===== config.mk =====
export PLATFORM = sky130hd
export DESIGN_NAME = sequence_text_base_filter
export DESIGN_NICKNAME = d
export VERILOG_FILES = /design/src/hdl/stbf_pkg.sv /design/src/hdl/stbf_classify.sv /design/src/hdl/stbf_state.sv /design/src/hdl/sequence_text_base_filter.sv
export SDC_FILE = /design/constraint.sdc
export NUM_CORES = 1
export LEC_CHECK = 0
export ABC_AREA = 1
export BUFFER_PORTS_ARGS = -buffer_cell sky130_fd_sc_hd__buf_2
export CAP_MARGIN = 20
export CELL_PAD_IN_SITES_DETAIL_PLACEMENT = 1
export CELL_PAD_IN_SITES_GLOBAL_PLACEMENT = 2
export CORE_UTILIZATION = 35
export CTS_CLUSTER_SIZE = 28
export DETAILED_ROUTE_END_ITERATION = 16
export GPL_ROUTABILITY_DRIVEN = 0
export PLACE_DENSITY = 0.84
export REMOVE_ABC_BUFFERS = 1
export SYNTH_ARGS = -nofsm -noshare
export SYNTH_HDL_FRONTEND = slang
export SYNTH_SLANG_ARGS = --single-unit

===== constraint.sdc =====
create_clock -name clk -period 6.2 [get_ports clk]
set_input_delay 0.31 -clock clk [delete_from_list [all_inputs] [get_ports clk]]
set_output_delay 0.31 -clock clk [all_outputs]
set_load 0.01 [all_outputs]

===== src/hdl/stbf_pkg.sv =====
`default_nettype none

package stbf_pkg;

	// fixed field widths
	localparam int WIN_W  = 27;
	localparam int OVL_W  = 20;
	localparam int BYTE_W = 8;
	localparam int CFG_W  = 27;

	// default counter widths
	localparam int DEF_LINE_WIDTH = 32;
	localparam int DEF_SEQ_WIDTH  = 40;

	// register reset values
	localparam logic [WIN_W-1:0] WIN_LENGTH_RESET = WIN_W'(1000);
	localparam logic [OVL_W-1:0] OVERLAP_RESET    = '0;

	// input mode codes
	localparam logic MODE_TEXT  = 1'b0;
	localparam logic MODE_BEGIN = 1'b1;

	// character codes
	localparam logic [BYTE_W-1:0] CHAR_NL = 8'h0A;
	localparam logic [BYTE_W-1:0] CHAR_CR = 8'h0D;
	localparam logic [BYTE_W-1:0] CHAR_GT = 8'h3E;
	localparam logic [BYTE_W-1:0] CHAR_N  = 8'h4E;
	localparam logic [BYTE_W-1:0] CHAR_UA = 8'h41;
	localparam logic [BYTE_W-1:0] CHAR_UC = 8'h43;
	localparam logic [BYTE_W-1:0] CHAR_UG = 8'h47;
	localparam logic [BYTE_W-1:0] CHAR_UT = 8'h54;
	localparam logic [BYTE_W-1:0] CHAR_LA = 8'h61;
	localparam logic [BYTE_W-1:0] CHAR_LC = 8'h63;
	localparam logic [BYTE_W-1:0] CHAR_LG = 8'h67;
	localparam logic [BYTE_W-1:0] CHAR_LT = 8'h74;

	typedef enum logic [0:0] {
		REG_WIN_LENGTH = 1'b0,
		REG_OVERLAP    = 1'b1
	} reg_index_t;

	typedef enum logic [1:0] {
		BASE_A = 2'd0,
		BASE_C = 2'd1,
		BASE_G = 2'd2,
		BASE_T = 2'd3
	} base_code_t;

	// classification of one text byte
	typedef struct packed {
		logic       newline;
		logic       header_open;
		logic       carriage;
		logic       symbol_n;
		logic       is_base;
		base_code_t code;
	} byte_class_t;

	// per-item result flags
	typedef struct packed {
		logic       base_valid;
		base_code_t base_code;
		logic       window_done;
	} result_flags_t;

endpackage

`default_nettype wire


===== src/hdl/stbf_classify.sv =====
`default_nettype none

module stbf_classify (
	input  wire logic [stbf_pkg::BYTE_W-1:0] data_byte,
	output stbf_pkg::byte_class_t            cls
);
	import stbf_pkg::*;

	always_comb begin
		cls             = '0;
		cls.code        = BASE_A;
		cls.newline     = (data_byte == CHAR_NL);
		cls.header_open = (data_byte == CHAR_GT);
		cls.carriage    = (data_byte == CHAR_CR);
		cls.symbol_n    = (data_byte == CHAR_N);
		// lower-case acgt folds to upper case, lower-case n does not
		unique case (data_byte)
			CHAR_UA, CHAR_LA: begin
				cls.is_base = 1'b1;
				cls.code    = BASE_A;
			end
			CHAR_UC, CHAR_LC: begin
				cls.is_base = 1'b1;
				cls.code    = BASE_C;
			end
			CHAR_UG, CHAR_LG: begin
				cls.is_base = 1'b1;
				cls.code    = BASE_G;
			end
			CHAR_UT, CHAR_LT: begin
				cls.is_base = 1'b1;
				cls.code    = BASE_T;
			end
			default: begin
				cls.is_base = 1'b0;
				cls.code    = BASE_A;
			end
		endcase
	end

endmodule

`default_nettype wire


===== src/hdl/stbf_state.sv =====
`default_nettype none

module stbf_state #(
	parameter int LINE_WIDTH = stbf_pkg::DEF_LINE_WIDTH,
	parameter int SEQ_WIDTH  = stbf_pkg::DEF_SEQ_WIDTH
) (
	input  wire logic                       clk,
	input  wire logic                       arst_n,
	input  wire logic                       step,
	input  wire logic                       mode,
	input  wire stbf_pkg::byte_class_t      cls,
	input  wire logic [stbf_pkg::WIN_W-1:0] win_length,
	input  wire logic [stbf_pkg::OVL_W-1:0] overlap,
	output stbf_pkg::result_flags_t         flags,
	output logic [stbf_pkg::WIN_W-1:0]      fill_next,
	output logic [LINE_WIDTH-1:0]           line_next,
	output logic [LINE_WIDTH-1:0]           col_next,
	output logic [SEQ_WIDTH-1:0]            sym_next
);
	import stbf_pkg::*;

	logic                  in_header_q;
	logic [LINE_WIDTH-1:0] line_q, col_q, saved_line_q, saved_col_q;
	logic [SEQ_WIDTH-1:0]  sym_q, saved_sym_q;
	logic [WIN_W-1:0]      fill_q;

	logic                  header_next;
	logic                  window_open;
	logic                  active;
	logic                  take_base;
	logic                  save_loc;
	logic [WIN_W-1:0]      fill_inc;
	logic [WIN_W-1:0]      save_point;
	logic [LINE_WIDTH-1:0] line_inc, col_inc;
	logic [SEQ_WIDTH-1:0]  sym_inc;

	// saturating increments
	assign line_inc = (&line_q) ? line_q : line_q + LINE_WIDTH'(1);
	assign col_inc  = (&col_q)  ? col_q  : col_q  + LINE_WIDTH'(1);
	assign sym_inc  = (&sym_q)  ? sym_q  : sym_q  + SEQ_WIDTH'(1);

	assign fill_inc    = fill_q + WIN_W'(1);
	assign save_point  = win_length - WIN_W'(overlap);
	assign window_open = (fill_q < win_length);

	always_comb begin
		header_next = in_header_q;
		if (cls.newline) begin
			header_next = 1'b0;
		end else if (cls.header_open) begin
			header_next = 1'b1;
		end
	end

	assign active    = (mode == MODE_TEXT) && window_open && !header_next;
	assign take_base = active && cls.is_base;
	assign save_loc  = take_base && (WIN_W'(overlap) < win_length) && (fill_inc == save_point);

	always_comb begin
		fill_next         = fill_q;
		line_next         = line_q;
		col_next          = col_q;
		sym_next          = sym_q;
		flags             = '0;
		flags.base_code   = BASE_A;
		if (mode == MODE_BEGIN) begin
			fill_next = '0;
			line_next = saved_line_q;
			col_next  = saved_col_q;
			sym_next  = saved_sym_q;
		end else if (window_open) begin
			if (cls.newline) begin
				line_next = line_inc;
				// the newline itself is the first column
				col_next  = LINE_WIDTH'(1);
			end else if (active && !cls.carriage) begin
				col_next = col_inc;
			end
			if (active && (cls.symbol_n || cls.is_base)) begin
				sym_next = sym_inc;
			end
			if (take_base) begin
				fill_next         = fill_inc;
				flags.base_valid  = 1'b1;
				flags.base_code   = cls.code;
				flags.window_done = (fill_inc == win_length);
			end
		end
	end

	always_ff @(posedge clk or negedge arst_n) begin
		if (!arst_n) begin
			in_header_q  <= 1'b0;
			line_q       <= '0;
			col_q        <= '0;
			sym_q        <= '0;
			fill_q       <= '0;
			saved_line_q <= '0;
			saved_col_q  <= '0;
			saved_sym_q  <= '0;
		end else if (step) begin
			line_q <= line_next;
			col_q  <= col_next;
			sym_q  <= sym_next;
			fill_q <= fill_next;
			if (mode == MODE_BEGIN) begin
				in_header_q <= 1'b0;
			end else if (window_open) begin
				in_header_q <= header_next;
			end
			if (save_loc) begin
				saved_line_q <= line_next;
				saved_col_q  <= col_next;
				saved_sym_q  <= sym_next;
			end
		end
	end

endmodule

`default_nettype wire


===== src/hdl/sequence_text_base_filter.sv =====
// channel   | handshake             | payload
// ----------+-----------------------+------------------------------------------------
// input     | in_valid / in_ready   | mode, data_byte
// result    | out_valid / out_ready | base flags, window count, line, column, position
// config    | cfg_we                | cfg_index, cfg_data (no wait, no read-back)
//
// one item per cycle sustained while out_ready is high: an item sits in the input
// register after acceptance and its result loads the result register once that slot
// is free or being emptied; the counter update is a single pass between the registers
// reset clears the valid flags, counters and saved location, window length 1000, overlap 0
// with out_ready low the result holds, one more item waits in the input register,
// then in_ready drops until out_ready returns
`default_nettype none

module sequence_text_base_filter #(
	parameter int LINE_WIDTH = stbf_pkg::DEF_LINE_WIDTH,
	parameter int SEQ_WIDTH  = stbf_pkg::DEF_SEQ_WIDTH
) (
	input  wire logic                        clk,
	input  wire logic                        arst_n,
	// configuration
	input  wire logic                        cfg_we,
	input  wire stbf_pkg::reg_index_t        cfg_index,
	input  wire logic [stbf_pkg::CFG_W-1:0]  cfg_data,
	// input items
	input  wire logic                        in_valid,
	output logic                             in_ready,
	input  wire logic                        mode,
	input  wire logic [stbf_pkg::BYTE_W-1:0] data_byte,
	// result items
	output logic                             out_valid,
	input  wire logic                        out_ready,
	output logic                             base_valid,
	output logic [1:0]                       base_code,
	output logic                             window_done,
	output logic [stbf_pkg::WIN_W-1:0]       bases_in_window,
	output logic [LINE_WIDTH-1:0]            line_number,
	output logic [LINE_WIDTH-1:0]            line_column,
	output logic [SEQ_WIDTH-1:0]             seq_position
);
	import stbf_pkg::*;

	// configuration registers
	logic [WIN_W-1:0] win_length_q;
	logic [OVL_W-1:0] overlap_q;

	// input register
	logic              valid_s1;
	logic              mode_s1;
	logic [BYTE_W-1:0] byte_s1;

	// result register
	logic                  out_valid_q;
	result_flags_t         flags_q;
	logic [WIN_W-1:0]      fill_q;
	logic [LINE_WIDTH-1:0] line_q, col_q;
	logic [SEQ_WIDTH-1:0]  sym_q;

	byte_class_t           cls;
	result_flags_t         flags;
	logic [WIN_W-1:0]      fill_next;
	logic [LINE_WIDTH-1:0] line_next, col_next;
	logic [SEQ_WIDTH-1:0]  sym_next;
	logic                  advance;

	// the held item moves on when the result slot is free or being emptied
	assign advance  = valid_s1 && (!out_valid_q || out_ready);
	assign in_ready = !valid_s1 || advance;

	always_ff @(posedge clk or negedge arst_n) begin
		if (!arst_n) begin
			win_length_q <= WIN_LENGTH_RESET;
			overlap_q    <= OVERLAP_RESET;
		end else if (cfg_we) begin
			unique case (cfg_index)
				REG_WIN_LENGTH: win_length_q <= cfg_data[WIN_W-1:0];
				REG_OVERLAP:    overlap_q    <= cfg_data[OVL_W-1:0];
			endcase
		end
	end

	always_ff @(posedge clk or negedge arst_n) begin
		if (!arst_n) begin
			valid_s1 <= 1'b0;
		end else if (in_valid && in_ready) begin
			valid_s1 <= 1'b1;
		end else if (advance) begin
			valid_s1 <= 1'b0;
		end
	end

	// input payload, no reset needed
	always_ff @(posedge clk) begin
		if (in_valid && in_ready) begin
			mode_s1 <= mode;
			byte_s1 <= data_byte;
		end
	end

	stbf_classify u_classify (
		.data_byte (byte_s1),
		.cls       (cls)
	);

	// position counters, window fill and saved location
	stbf_state #(
		.LINE_WIDTH (LINE_WIDTH),
		.SEQ_WIDTH  (SEQ_WIDTH)
	) u_state (
		.clk         (clk),
		.arst_n      (arst_n),
		.step        (advance),
		.mode        (mode_s1),
		.cls         (cls),
		.win_length  (win_length_q),
		.overlap     (overlap_q),
		.flags       (flags),
		.fill_next   (fill_next),
		.line_next   (line_next),
		.col_next    (col_next),
		.sym_next    (sym_next)
	);

	always_ff @(posedge clk or negedge arst_n) begin
		if (!arst_n) begin
			out_valid_q <= 1'b0;
		end else if (advance) begin
			out_valid_q <= 1'b1;
		end else if (out_ready) begin
			out_valid_q <= 1'b0;
		end
	end

	// result payload, no reset needed
	always_ff @(posedge clk) begin
		if (advance) begin
			flags_q <= flags;
			fill_q  <= fill_next;
			line_q  <= line_next;
			col_q   <= col_next;
			sym_q   <= sym_next;
		end
	end

	assign out_valid       = out_valid_q;
	assign base_valid      = flags_q.base_valid;
	assign base_code       = flags_q.base_code;
	assign window_done     = flags_q.window_done;
	assign bases_in_window = fill_q;
	assign line_number     = line_q;
	assign line_column     = col_q;
	assign seq_position    = sym_q;

`ifndef SYNTH
	// a stalled result with a held item must block the input
	a_stall_blocks_input: assert property (@(posedge clk) disable iff (!arst_n)
		valid_s1 && out_valid_q && !out_ready |-> !in_ready)
		else $error("input accepted while both stages are full");

	// a finished window comes only with a base
	a_done_needs_base: assert property (@(posedge clk) disable iff (!arst_n)
		out_valid_q && window_done |-> base_valid && (bases_in_window == win_length_q))
		else $error("window_done without a base or at the wrong count");

	// a base always leaves the window non-empty
	a_base_counts: assert property (@(posedge clk) disable iff (!arst_n)
		out_valid_q && base_valid |-> bases_in_window != '0)
		else $error("base emitted with an empty window");

	// no base, no code
	a_code_zero: assert property (@(posedge clk) disable iff (!arst_n)
		out_valid_q && !base_valid |-> base_code == BASE_A)
		else $error("base_code set without a base");
`endif

endmodule

`default_nettype wire

==> impl_results.md, run 1 <==
* Status: complete, no violations
* Final core occ at 0.408
* Die Area at around 75000 µm²
* Commonest non-fill, non-tap cell in the layout: nand2_1
* Most frequent cells in the layout: nand2_1 (1286), inv_1 (634), o21ai_0 (306)
* Initial Utilization at 0.354
* RSZ-0062 raised after global routing: no
* Synthesized area per cell at between 7 and 8 µm²
* Final period util at 0.693
* Clock Skew at between 0.03 and 0.04 ns
* Syn. warnings at 0
* Vias in the first global route at approximately 24000
* Crit path required time at ~6.7 ns
* First-pass GRT wire length at 135000 µm
* PortBufs at 178
* H-tree Lvls at 2
* Fin crit period at 4.30 ns
* Setup-failing EPs final at 0
* Highest clock rate at ~0.23 GHz
* Fillers at about 9000
* Yosys reg bits at ~430
* Post-CTS Setup Repair Bufs at 0
* Type of the worst setup path: flop to flop
* Die height at ~270 µm
* Gr usage total at 0.227
* Clock latency at the later pin of the worst-skew pair at 0.63 ns
* Maximum capacitance violations at 0
* Top-level I/O count at between 150 and 200
* Detailed-route DRC error count at 0
* Hold Fails Final Rpt at 0
* Mean routed wirelength per cell at 17.4 µm
* Longest Clk Path Bufs at 3
* Die Span X at roughly 270 µm
* Drt pass-1 iters at 5
* Largest net degree at the start of global routing at 146
* DR iter-0 viols at about 1300
* Pwr dens at 297 nW/µm²
* Vias per cell at 4.91
* Worst VDD drop at ~210 µV
* Worst relative slew slack at 0.334
* Startpoint Class: flop
* Final slew viol count at 0
* Nets@finish at ~4000
* Multi-input gate area at between 10000 and 15000 µm²
* DRT Wirelength at 84200 µm
* Area Growth Syn to Fin at 15.1%
* Lkg Pwr at between 0.01 and 0.015 µW
* Setup crit end kind: flop
* DPL Wire Length at just under 60000 µm
* Clk root buf: clkbuf_16
* Worst slew pin tran at between 0.9 and 1 ns
* Cells after synthesis at roughly 3700
* Antenna diodes at 0
* Clock buffer count from CTS at 52
* Post-CTS resize count at 0
* Clock-pin slew on the worst setup and hold paths at 0.06 ns
* Sequential cell area at between 10000 and 15000 µm²
* Top FF cell, synth: dfrtp_1
* Number of core rows at just under 100
* Grt total ovfl at 0
* Final ANT Viol Nets at 0
* Worst Hold Class: input port to flop
* Seq/Total Area, Yosys at 0.444
* Async SR Flop Fraction at 0.664
* CTS tree: done
* Antenna violations before repair at 3
* Post-synth EDFFs at 144
* CTS sink cnt at approximately 430
* Ratio of cells with drive above 1 in the final layout at 0.0791
* Critical path arrival at between 4 and 5 ns
* Critical path peak fanout at between 50 and 60
* Yosys cell types at 47
* Routed via count at between 20000 and 25000
* Synth Cell Area at roughly 26000 µm²
* Total power at just under 9000 µW
* Core Box Area at about 73000 µm²
metal layers:
metal | GRT usage | vias up | wire [µm]
met4 | 0.0537 | 0 | 1770
li1 | - | 11800 | -
met5 | 0 | - | 0
met1 | 0.314 | 11400 | 40500
met2 | 0.377 | 386 | 38800
met3 | 0.0265 | 104 | 3060
worst max-delay path, stage by stage, from the launching register on:
cell	delay [ns]
dfrtp_1	0.41
inv_1	0.06
ha_1	0.21
fa_1	0.46
inv_1	0.14
nand3_1	0.10
nand2_1	0.15
nand2_1	0.07
nand2_1	0.16
nand2_1	0.11
nand2_1	0.15
nand2_1	0.07
nand2_1	0.12
inv_1	0.05
nand2_1	0.06
nand2_1	0.05
nand2_1	0.07
nor2_1	0.08
nand3_4	0.08
buf_4	0.56
buf_4	0.69
nand2_1	0.13
nand2_1	0.12
inv_1	0.05
synth_stat cells, types with 51 or more instances:
cell type | instances | area, µm²
a21oi_1 | 70 | 350
clkbuf_1 | 81 | 304
dfrtp_1 | 279 | 6980
edfxtp_1 | 144 | 4320
ha_1 | 51 | 638
inv_1 | 636 | 2390
nand2_1 | 1287 | 4830
nand3_1 | 205 | 1030
nand4_1 | 65 | 407
nor2_1 | 260 | 976
nor3_1 | 63 | 315
o21ai_0 | 306 | 1530
cells by family (layout without fill, tap and decap cells):
logic type / Yosys count / after routing / share of synthesized area
multiplexers: 4 / 4 / 0.00155
AO/OA/AOI/OAI: 435 / 435 / 0.0894
buffers and inverters: 760 / 974 / 0.114
XOR/XNOR: 59 / 59 / 0.0200
adder cells (fa/ha/maj): 52 / 52 / 0.0255
flip-flops: 429 / 429 / 0.444
AND/OR/NAND/NOR: 1928 / 1928 / 0.306
state kept, by name (all words and copies together), names as in the netlist, 32 cells and up:
| signal | count |
|---|---|
| seq_position | 40 |
| line_column | 32 |
| u_state.saved_col_q | 32 |
| u_state.line_q | 32 |
| line_number | 32 |
| u_state.col_q | 32 |
| u_state.saved_line_q | 32 |
| u_state.sym_q | 40 |
| u_state.saved_sym_q | 40 |
worst paths after layout:
kind,start,to,slack [ns],cells after the start
worst max-delay path,win_length_q[0]$_DFFE_PN0P_,u_state.saved_line_q[20]$_DFFE_PN0P_,1.90,23
worst min-delay path,cfg_data[9],win_length_q[9]$_DFFE_PN1P_,0.02,3
worst max register to register,win_length_q[0]$_DFFE_PN0P_,u_state.saved_line_q[20]$_DFFE_PN0P_,1.90,23
worst min register to register,overlap_q[17]$_DFFE_PN0P_,overlap_q[17]$_DFFE_PN0P_,0.49,2
max in group asynchronous,arst_n,u_state.line_q[20]$_DFFE_PN0P_,4.54,3
min in group asynchronous,arst_n,win_length_q[17]$_DFFE_PN0P_,0.29,2
cell type report:
| class | instances | share of cell area |
|---|---|---|
| multi-input combinational | 2478 | 0.386 |
| sequential | 429 | 0.386 |
| inverter | 643 | 0.0813 |
| timing repair buffer | 235 | 0.0502 |
| clock buffer | 70 | 0.0474 |
| tap | 959 | 0.0404 |
| clock inverter | 26 | 0.00964 |
power by group:
group / internal, µW / switching [µW] / total (µW)
combinational: 654 / 1400 / 2050
sequential: 3320 / 362 / 3680
clock: 1800 / 1290 / 3100
through the flow:
| step | hold WS [ns] | setup slack (ns) | instances | cell area (µm²) | setup TNS (ns) |
|---|---|---|---|---|---|
| after CTS | 0.000216 | 1.84 | 4839 | 29700 | 0 |
| after floorplan | 0.0144 | -6.23 | 3550 | 25300 | -1060.29 |
| after global routing | 0.0262 | 1.48 | 4840 | 29700 | 0 |
| after detailed placement | 0.359 | 1.90 | 4709 | 27700 | 0 |
| after global placement | 0.356 | 1.96 | 4708 | 27600 | 0 |
| final | 0.0160 | 1.90 | 4840 | 29700 | 0 |
what timing repair did:
action / CTS / global route
hold buffers: 34 / 0
setup endpoints to repair: 0 / 0
hold endpoints to repair: 115 / 0
(Power assumes the default switching activity.)
==> inputs of run 2 (changes only) <==
==> constraint.sdc (replaced) <==
create_clock -name clk -period 4.4 [get_ports clk]
set_input_delay 0.22 -clock clk [delete_from_list [all_inputs] [get_ports clk]]
set_output_delay 0.22 -clock clk [all_outputs]
set_load 0.01 [all_outputs]
==> impl_results.md, run 2 (synthesis results as in run 1) <==
* Status: complete, no violations (unchanged)
* Flop pwr share at 0.409 (was 0.417)
* Gr usage total at 0.230 (was 0.227)
* CTS sink cnt at 429 (unchanged)
* Initial Utilization at 0.354 (unchanged)
* Lkg Pwr at 0.0149 µW (was 0.0148 µW)
* DPL Wire Length at 60900 µm (was 59700 µm)
* H-tree Lvls at 2 (unchanged)
* Mean routed wirelength per cell at 17.5 µm (was 17.4 µm)
* Critical path arrival at 4.33 ns (was 4.82 ns)
* Crit path required time at 4.90 ns (was 6.72 ns)
* RSZ-0062 raised after global routing: no (unchanged)
* Maximum capacitance violations at 0 (unchanged)
* PortBufs at 178 (unchanged)
* DRT Wirelength at 85100 µm (was 84200 µm)
* Detailed-route DRC error count at 0 (unchanged)
* Most frequent cells in the layout: nand2_1 (1286), inv_1 (634), o21ai_0 (306) (unchanged)
* Commonest non-fill, non-tap cell in the layout: nand2_1 (unchanged)
* Setup-failing EPs final at 0 (unchanged)
* Type of the worst setup path: flop to flop (unchanged)
* Highest clock rate at 0.261 GHz (was 0.233 GHz)
* Final period util at 0.870 (was 0.693)
* Switching part of the total power at 0.342 (was 0.346)
* Fin crit period at 3.83 ns (was 4.30 ns)
* Die Span X at 274 µm (unchanged)
* Clock latency at the later pin of the worst-skew pair at 0.63 ns (about the same)
* Final slew viol count at 0 (unchanged)
* Hold Fails Final Rpt at 0 (unchanged)
* Ratio of cells with drive above 1 in the final layout at 0.0830 (was 0.0791)
* Number of core rows at 99 (unchanged)
* Clk root buf: clkbuf_16 (unchanged)
* Total power at 12700 µW (was 8830 µW)
* Core Box Area at 73000 µm² (unchanged)
* Worst reg2reg path endpoint: u_state.saved_sym_q[24]$_DFFE_PN0P_ (was u_state.saved_line_q[20]$_DFFE_PN0P_)
* FF-to-FF path depth at 22 (was 23)
* Grt total ovfl at 0 (unchanged)
* Area Growth Syn to Fin at 16.1% (was 15.1%)
* Top-level I/O count at 179 (unchanged)
* Die Area at 74900 µm² (unchanged)
* Setup crit end kind: flop (unchanged)
* Sequential cell area at 11500 µm² (unchanged)
* Total net switching power at 4330 µW (was 3050 µW)
* Clock buffer count from CTS at 53 (was 52)
* Pwr dens at 422 nW/µm² (was 297 nW/µm²)
* Int Power at 8320 µW (was 5770 µW)
* Combinational Power Share at 0.233 (was 0.232)
* First-pass GRT wire length at 136000 µm (was 135000 µm)
* Startpoint Class: flop (unchanged)
* Clock Skew at 0.0282 ns (was 0.0395 ns)
* Antenna diodes at 0 (unchanged)
* Nets@finish at 3953 (was 3933)
* Clock-pin slew on the worst setup and hold paths at 0.06 ns (about the same)
* Worst Hold Class: input port to async pin (was input port to flop)
* Multi-input gate area at 11500 µm² (unchanged)
* Vias in the first global route at 24600 (was 24300)
* Largest net degree at the start of global routing at 173 (was 146)
* Hold_ws at 0.0678 ns (was 0.0160 ns)
* Antenna violations before repair at 2 (was 3)
* Reg-to-Reg Start: win_length_q[0]$_DFFE_PN0P_ (unchanged)
* Routed via count at 23700 (about the same)
* Fillers at 9246 (was 9213)
* Final ANT Viol Nets at 0 (unchanged)
* CTS tree: done (unchanged)
* Worst VDD drop at 326 µV (was 214 µV)
* Critical path peak fanout at 53 (was 59)
* Worst reg-to-reg setup slack at 0.57 ns (was 1.90 ns)
* Longest Clk Path Bufs at 3 (unchanged)
* Die height at 274 µm (unchanged)
* Vias per cell at 4.88 (was 4.91)
* DR iter-0 viols at 1316 (was 1291)
* Worst relative slew slack at 0.345 (was 0.334)
* Drt pass-1 iters at 5 (unchanged)
* Clock power share at 0.359 (was 0.351)
* Worst slew pin tran at 0.983 ns (was 0.998 ns)
## run 2: power by group through the flow
stage | logic (µW) | clock network, µW | registers (µW)
after floorplan | 1880 | 0 | 5190
after global placement | 2870 | 0 | 5230
after detailed placement | 2920 | 0 | 5230
after CTS | 2970 | 4680 | 5170
after global routing | 3380 | 4800 | 5240
final | 2940 | 4540 | 5170
## run 2: final cells by class
type / count / share of cell area
well taps: 959 / 0.0400
inverters: 643 / 0.0806
flip-flops and latches: 429 / 0.382
clock inverters: 25 / 0.0104
repair buffers: 254 / 0.0564
clock buffers: 74 / 0.0485
multi-input cells: 2478 / 0.382
## run 2: through the flow
step           instance area, µm²  setup WS, ns  TNS (ns)   util  instances
4_1_cts                     30000         0.553         0  0.411       4861
2_1_floorplan               25300         -7.94  -1781.41      -       3550
3_5_place_dp                27800         0.566         0  0.381       4722
5_1_grt                     30000         0.219         0  0.411       4862
6_report                    30000         0.572         0  0.411       4862
3_3_place_gp                27800         0.687         0  0.381       4722
## run 2: worst max path at each step
stage | start | slack (ns) | cells after the start | endpoint
after floorplan | out_ready | -7.94 | 5 | u_state.in_header_q$_DFFE_PN0P_
after global placement | win_length_q[0]$_DFFE_PN0P_ | 0.69 | 22 | u_state.saved_sym_q[37]$_DFFE_PN0P_
after global routing | win_length_q[0]$_DFFE_PN0P_ | 0.22 | 22 | u_state.saved_sym_q[33]$_DFFE_PN0P_
after detailed placement | win_length_q[0]$_DFFE_PN0P_ | 0.57 | 22 | u_state.saved_sym_q[30]$_DFFE_PN0P_
final | win_length_q[0]$_DFFE_PN0P_ | 0.57 | 22 | u_state.saved_sym_q[24]$_DFFE_PN0P_
after CTS | win_length_q[0]$_DFFE_PN0P_ | 0.55 | 22 | u_state.saved_sym_q[24]$_DFFE_PN0P_
## run 2: worst max-delay path: stages, from the launching register on
cell	delay (ns)
dfrtp_1	0.39
inv_1	0.06
ha_1	0.20
fa_1	0.44
inv_1	0.14
nand3_1	0.11
nand2_1	0.17
nand2_1	0.07
nand2_1	0.16
nand2_1	0.12
nand2_1	0.16
nand2_1	0.07
nand2_1	0.11
nand3_1	0.09
nand2_1	0.07
nand2_1	0.04
nor2_1	0.21
nand3_1	0.16
nor2_4	0.35
buf_12	0.32
nand2_1	0.10
nand2_1	0.07
inv_1	0.04
## run 2: what timing repair did
action,4_1_cts,5_1_grt
endpoints found under the hold margin,289,0
endpoints found under the setup margin,0,0
gates resized for setup,0,0
hold buffers,40,0
buffers inserted,0,0
## run 2: metal layers
| layer | wire, µm | GRT usage |
|---|---|---|
| met1 | 40900 | 0.318 |
| met3 | 2980 | 0.0243 |
| met5 | 20 | 0 |
| met4 | 2140 | 0.0631 |
| met2 | 39100 | 0.379 |
